===== src/rtl/core/pncl_pkg.sv =====
`timescale 1ns / 1ps
`default_nettype none

package pncl_pkg;

  // Input commands
  localparam logic [1:0] CMD_LOAD   = 2'd0;
  localparam logic [1:0] CMD_BUILD  = 2'd1;
  localparam logic [1:0] CMD_LOOKUP = 2'd2;

  // Configuration register indexes
  localparam int unsigned CFG_IDX_W  = 2;
  localparam int unsigned CFG_DATA_W = 4;
  localparam logic [CFG_IDX_W-1:0] CFG_PLANES = 2'd0;
  localparam logic [CFG_IDX_W-1:0] CFG_SOURCE = 2'd1;

  // Palette source formats
  localparam logic [2:0] SRC_PERMILLE = 3'd0;
  localparam logic [2:0] SRC_ST       = 3'd1;
  localparam logic [2:0] SRC_STE      = 3'd2;
  localparam logic [2:0] SRC_TT       = 3'd3;
  localparam logic [2:0] SRC_RGB24    = 3'd4;
  localparam logic [2:0] SRC_GRAY     = 3'd5;

  // Result kinds
  localparam logic KIND_BUILD  = 1'b0;
  localparam logic KIND_LOOKUP = 1'b1;

  localparam int unsigned CODE_COUNT   = 256;
  localparam logic [7:0]  CODE_LAST    = 8'hFF;
  localparam logic [3:0]  PLANES_MAX   = 4'd8;
  localparam logic [3:0]  PLANES_RESET = 4'd8;
  localparam logic [8:0]  ST_SLOTS     = 9'd16;
  localparam logic [8:0]  GRAY_STEP    = 9'd15;

  typedef enum logic [2:0] {
    OP_NONE   = 3'd0,
    OP_RAMP   = 3'd1,
    OP_STZERO = 3'd2,
    OP_IDCHK  = 3'd3,
    OP_MAPID  = 3'd4,
    OP_MAPNN  = 3'd5
  } pncl_op_t;

  typedef struct packed {
    pncl_op_t op;
    logic     clr;
    logic     id_set;
    logic     pal_load;
    logic     lkp_rd;
    logic     out_load;
    logic     out_sel_build;
    logic     cfg_we;
  } pncl_cmd_t;

  typedef struct packed {
    logic ramp_done;
    logic p_last;
    logic i_last;
    logic identity;
    logic src_st;
    logic src_gray;
  } pncl_status_t;

endpackage

`default_nettype wire


===== src/rtl/core/pncl_ctrl.sv =====
`timescale 1ns / 1ps
`default_nettype none

module pncl_ctrl import pncl_pkg::*; (
  input  logic         clk,
  input  logic         rst_n,
  input  logic         in_valid,
  output logic         in_stall,
  input  logic [1:0]   in_command,
  output logic         out_valid,
  input  logic         out_stall,
  input  logic         cfg_valid,
  output logic         cfg_ready,
  input  pncl_status_t status,
  output pncl_cmd_t    cmd
);

  typedef enum logic [8:0] {
    ST_IDLE   = 9'b000000001,
    ST_RAMP   = 9'b000000010,
    ST_STZERO = 9'b000000100,
    ST_IDCHK  = 9'b000001000,
    ST_IDEND  = 9'b000010000,
    ST_MAPID  = 9'b000100000,
    ST_MAPNN  = 9'b001000000,
    ST_MAPEND = 9'b010000000,
    ST_DONE   = 9'b100000000
  } state_t;

  state_t state_r, state_nxt;
  logic   s1_valid_r, s1_valid_nxt;
  logic   out_valid_r, out_valid_nxt;
  logic   idle, out_free, in_accept;
  logic   build_accept, lookup_accept, load_accept;
  logic   s1_emit, build_emit;

  always_comb begin
    idle          = (state_r == ST_IDLE);
    out_free      = !out_valid_r || !out_stall;
    in_stall      = !idle || (s1_valid_r && !out_free);
    in_accept     = in_valid && !in_stall;
    build_accept  = in_accept && (in_command == CMD_BUILD);
    lookup_accept = in_accept && (in_command == CMD_LOOKUP);
    load_accept   = in_accept && (in_command == CMD_LOAD);
    s1_emit       = s1_valid_r && out_free;
    build_emit    = (state_r == ST_DONE) && !s1_valid_r && out_free;
  end

  always_comb begin
    state_nxt         = state_r;
    cmd               = '0;
    cmd.op            = OP_NONE;
    cmd.pal_load      = load_accept;
    cmd.lkp_rd        = lookup_accept;
    cmd.cfg_we        = cfg_valid && idle;
    cmd.out_load      = s1_emit || build_emit;
    cmd.out_sel_build = build_emit;
    unique case (state_r)
      ST_IDLE: begin
        if (build_accept) begin
          cmd.clr    = 1'b1;
          cmd.id_set = 1'b1;
          if (status.src_st) state_nxt = ST_STZERO;
          else if (status.src_gray) state_nxt = ST_RAMP;
          else state_nxt = ST_IDCHK;
        end
      end
      ST_RAMP: begin
        cmd.op = OP_RAMP;
        if (status.ramp_done) begin
          cmd.clr   = 1'b1;
          state_nxt = ST_IDCHK;
        end
      end
      ST_STZERO: begin
        cmd.op = OP_STZERO;
        if (status.p_last) begin
          cmd.clr   = 1'b1;
          state_nxt = ST_IDCHK;
        end
      end
      ST_IDCHK: begin
        cmd.op = OP_IDCHK;
        if (status.p_last) begin
          cmd.clr   = 1'b1;
          state_nxt = ST_IDEND;
        end
      end
      ST_IDEND: begin
        // last compare lands this cycle; status.identity already includes it
        state_nxt = status.identity ? ST_MAPID : ST_MAPNN;
      end
      ST_MAPID: begin
        cmd.op = OP_MAPID;
        if (status.i_last) state_nxt = ST_DONE;
      end
      ST_MAPNN: begin
        cmd.op = OP_MAPNN;
        if (status.i_last && status.p_last) state_nxt = ST_MAPEND;
      end
      ST_MAPEND: begin
        // drain the distance stage for the last code
        state_nxt = ST_DONE;
      end
      ST_DONE: begin
        if (build_emit) state_nxt = ST_IDLE;
      end
      default: begin
        state_nxt = ST_IDLE;
      end
    endcase
  end

  always_comb begin
    s1_valid_nxt = s1_valid_r;
    if (lookup_accept) s1_valid_nxt = 1'b1;
    else if (s1_emit) s1_valid_nxt = 1'b0;
    out_valid_nxt = out_valid_r;
    if (out_free) out_valid_nxt = s1_emit || build_emit;
  end

  always_ff @(posedge clk) begin
    if (!rst_n) begin
      state_r     <= ST_IDLE;
      s1_valid_r  <= 1'b0;
      out_valid_r <= 1'b0;
    end else begin
      state_r     <= state_nxt;
      s1_valid_r  <= s1_valid_nxt;
      out_valid_r <= out_valid_nxt;
    end
  end

  assign out_valid = out_valid_r;
  assign cfg_ready = idle;

endmodule

`default_nettype wire


===== config.mk =====
export PLATFORM = sky130hd
export DESIGN_NAME = pncl_ctrl
export DESIGN_NICKNAME = d
export VERILOG_FILES = /design/src/rtl/core/pncl_pkg.sv /design/src/rtl/core/pncl_ctrl.sv
export SDC_FILE = /design/constraint.sdc
export NUM_CORES = 1
export LEC_CHECK = 0
export BUFFER_PORTS_ARGS = -buffer_cell sky130_fd_sc_hd__buf_4
export CORE_MARGIN = 5
export CORE_UTILIZATION = 48
export CTS_BUF_LIST = sky130_fd_sc_hd__clkbuf_8
export CTS_CLUSTER_DIAMETER = 30
export CTS_CLUSTER_SIZE = 25
export DETAILED_ROUTE_END_ITERATION = 6
export PLACE_DENSITY = 0.83
export SYNTH_ARGS = -nofsm -noshare
export SYNTH_HDL_FRONTEND = slang
export SYNTH_SLANG_ARGS = --single-unit

===== constraint.sdc =====
create_clock -name clk -period 1.9 [get_ports clk]
set_input_delay 0.19 -clock clk [delete_from_list [all_inputs] [get_ports clk]]
set_output_delay 0.19 -clock clk [all_outputs]
set_load 0.005 [all_outputs]

==> results.tsv <==
metric	value	unit
status	finished, violations left	
failing checks	negative setup slack	
Most Frequent Cell on Critical Path	buf_4	
# IOs	26	
Sink Count	11	
asr flop ratio synth	0	%
synth top area cells	dfxtp_1 (25%), o21ai_0 (6.8%), nor2_1 (4.7%), a21oi_1 (4.0%), nor3_1 (3.4%)	
sequential share of power	15.6	%
Achievable Freq	0.4578	GHz
total track usage	25.90	%
Starting Density	50.61	%
final non-filler cell area	1429	um2
Stages on worst setup path	7	
Layout area overhead	61.76	%
via density per instance	6.339	
drt pass-1 iters	4	
fraction of layout cells with a size suffix above 1	47.90	%
Crit Path Class	reg -> out	
syn_area_per_cell	7.300	um2
total power	1.872	mW
filler instances	99	
critical-path cell list	or4b_4 > or3_4 > inv_4 > nand2_4 > buf_4 > nor2_2 > buf_4	
Top FF cell, synth	dfxtp_1	
worst reg2reg path depth	6	
maximum vdd drop	0.0008951	V
Critical path origin	state_r[2]	
r2r startpoint	state_r[4]	
RD Place Congestion	0.9047	
CTS tree	yes	
Num CTS Buffers	3	
Rel. slew slack	67.30	%
largest area contributor in the netlist	dfxtp_1	
crit end category	primary output	
detailed placement HPWL	2023	um
Top delay family on crit path	simple AND/OR/NAND/NOR gates	
post-synthesis cell count	121	
core box area	1745	um2
DR iter-0 viols	67	
number of library cell types mapped by synthesis	46	
Net Sw Frac	41.70	%
Die W	52.90	um
critical path fanouts, max	3	
power per cell area	1310	nW/um2
clock latency on the worst-skew pair	250	ps
Reg-to-Reg End	state_r[3]	
fraction of the yosys area taken by sequential cells	24.93	%
Layout Nets	181	
Psw	0.7804	mW
H-tree depth	1	
Max-Cap Viols	0	
arrival time worst endpoint	1990	ps
grt ovf	0	
LEAKAGE	0.6005	nW
number of buffers added on ports	25	
pin count of the biggest net entering global routing	12	
Clock Tree Buf Depth	2	
Min-Delay Path Class	in -> reg	
Slew @ Worst Pin	488.3	ps
Util after Layout	81.86	%
Hold Buf Count CTS	0	
commonest non-fill, non-tap cells in the layout	buf_4 (48), o21ai_0 (9), nor2_1 (8), dfxtp_1 (8)	
Ys Warns	0	
Die Ht	52.90	um
final non-filler cell total	192	
Reg clk slew, reported paths	50	ps
first-pass GRT wire length	5278	um
internal power	1.091	mW
Slew Viols, Final	0	
CP max stage cell	or4b_4	
skew final	4.554	ps
Final Critical Period	2184	ps
row cnt	15	
Worst R2R Setup Slack	-230	ps
root buf cell	clkbuf_8	
share of the synthesized area in the top cell type	24.93	%
RSZ-0062 raised after global routing	yes	
setup ws final	-284.3	ps
Combinational Power Share	71.5	%
Clock power frac	12.8	%
Post-DP Area	1204	um2
worst setup path endpoint	cmd[3]	
Tcrit/Tclk final	115.0	%
vias	1217	
routed len/inst	19.03	um
Syn Nets	134	
synthesized area	883.3	um2
Final ANT Viol Nets	0	
number of flops mapped to enable cells by yosys	0	
Synth Register Bits	11	
Final Hold Viols	0	
nature of the critical path startpoint	flop	
vias in the first global route	1188	
initial antenna violation count	0	
most common cell after layout, fill and taps aside	buf_4	
drt total wl	3653	um
full die area	2798	um2
dpl cells	179	
buffers and inverters on the worst path	3	
DRC	0	
tightest hold margin	167.4	ps
Final setup violation count	19	
CP required	1710	ps
Worst path max stage delay	540	ps
ant diodes	0	
## worst min-delay path by stage
| stage | start | endpoint | slack [ps] | cells after the start |
|---|---|---|---|---|
| after floorplan | rst_n | s1_valid_r | 310 | 1 |
| after global placement | status[2] | state_r[5] | 410 | 2 |
| after detailed placement | status[2] | state_r[5] | 420 | 2 |
| after CTS | status[2] | state_r[5] | 170 | 2 |
| after global routing | status[2] | state_r[5] | 170 | 2 |
| final | status[2] | state_r[5] | 170 | 2 |
## Yosys cell counts, types with 3 or more instances
library cell  instances
o21ai_0              12
dfxtp_1              11
nor2_1               11
a21oi_1               7
nand2_1               6
nor3_1                6
clkbuf_1              5
and2_1                4
inv_1                 4
nand3_1               4
buf_4                 3
nand4_1               3
## power groups by stage
stage / logic [mW] / clock network [mW] / registers, mW
after floorplan: 0.534 / 0 / 0.282
after global placement: 0.876 / 0 / 0.291
after detailed placement: 0.901 / 0 / 0.291
after CTS: 1.18 / 0.236 / 0.288
after global routing: 1.42 / 0.247 / 0.295
final: 1.34 / 0.240 / 0.293
## through the flow
step / setup slack (ps) / TNS [ps]
after floorplan: -38.59 / -38.59
after global placement: -3.609 / -3.609
after detailed placement: -52.21 / -85.88
after CTS: -248.7 / -2778
after global routing: -322.2 / -4067
final: -284.3 / -3137
## routing by layer
| metal | routed length, um | global-route usage (%) | part of all wire (%) | up-vias |
|---|---|---|---|---|
| met5 | 0 | 0 | 0 | - |
| met4 | 175 | 13.19 | 4.8 | 0 |
| met3 | 346 | 6.197 | 9.5 | 22 |
| met2 | 1854 | 46.69 | 51 | 74 |
| met1 | 1276 | 27.62 | 35 | 580 |
| li1 | - | - | - | 541 |
## cell families after synthesis
group	after synthesis	synth area share, %
simple gates	55	36.12
xor+xnor	4	3.967
buf+inv	14	7.364
compound gates	36	26.49
mux	1	1.133
flops	11	24.93
## worst reg2reg max path: cells and delay by family (launching register included)
family / cells / cell delay [ps]
simple gates: 3 / 1130
flops: 1 / 310
compound gates: 1 / 240
mux: 1 / 200
buf+inv: 1 / 170
## flip-flops by register name, summed over array words and instances (netlist names)
name	cells
state_r	9
out_valid	1
s1_valid_r	1
## timing repair
| item | 4_1_cts | 5_1_grt |
|---|---|---|
| endpoints found under the setup margin | 15 | 21 |
| pin swaps | 7 | 5 |
| gates resized for setup | 15 | 12 |
| setup buffers | 9 | 0 |
## cell type report
type                       instances  area, um2  area share, %
clock buffer                       3      41.29          2.890
clock inverter                     1      3.754         0.2627
inverter                           5      21.27          1.489
multi-input combinational         96      713.2          49.91
sequential                        11      224.0          15.67
tap                               25      31.28          2.189
timing repair buffer              51      394.1          27.58
Power figures use the tool's default switching activity.
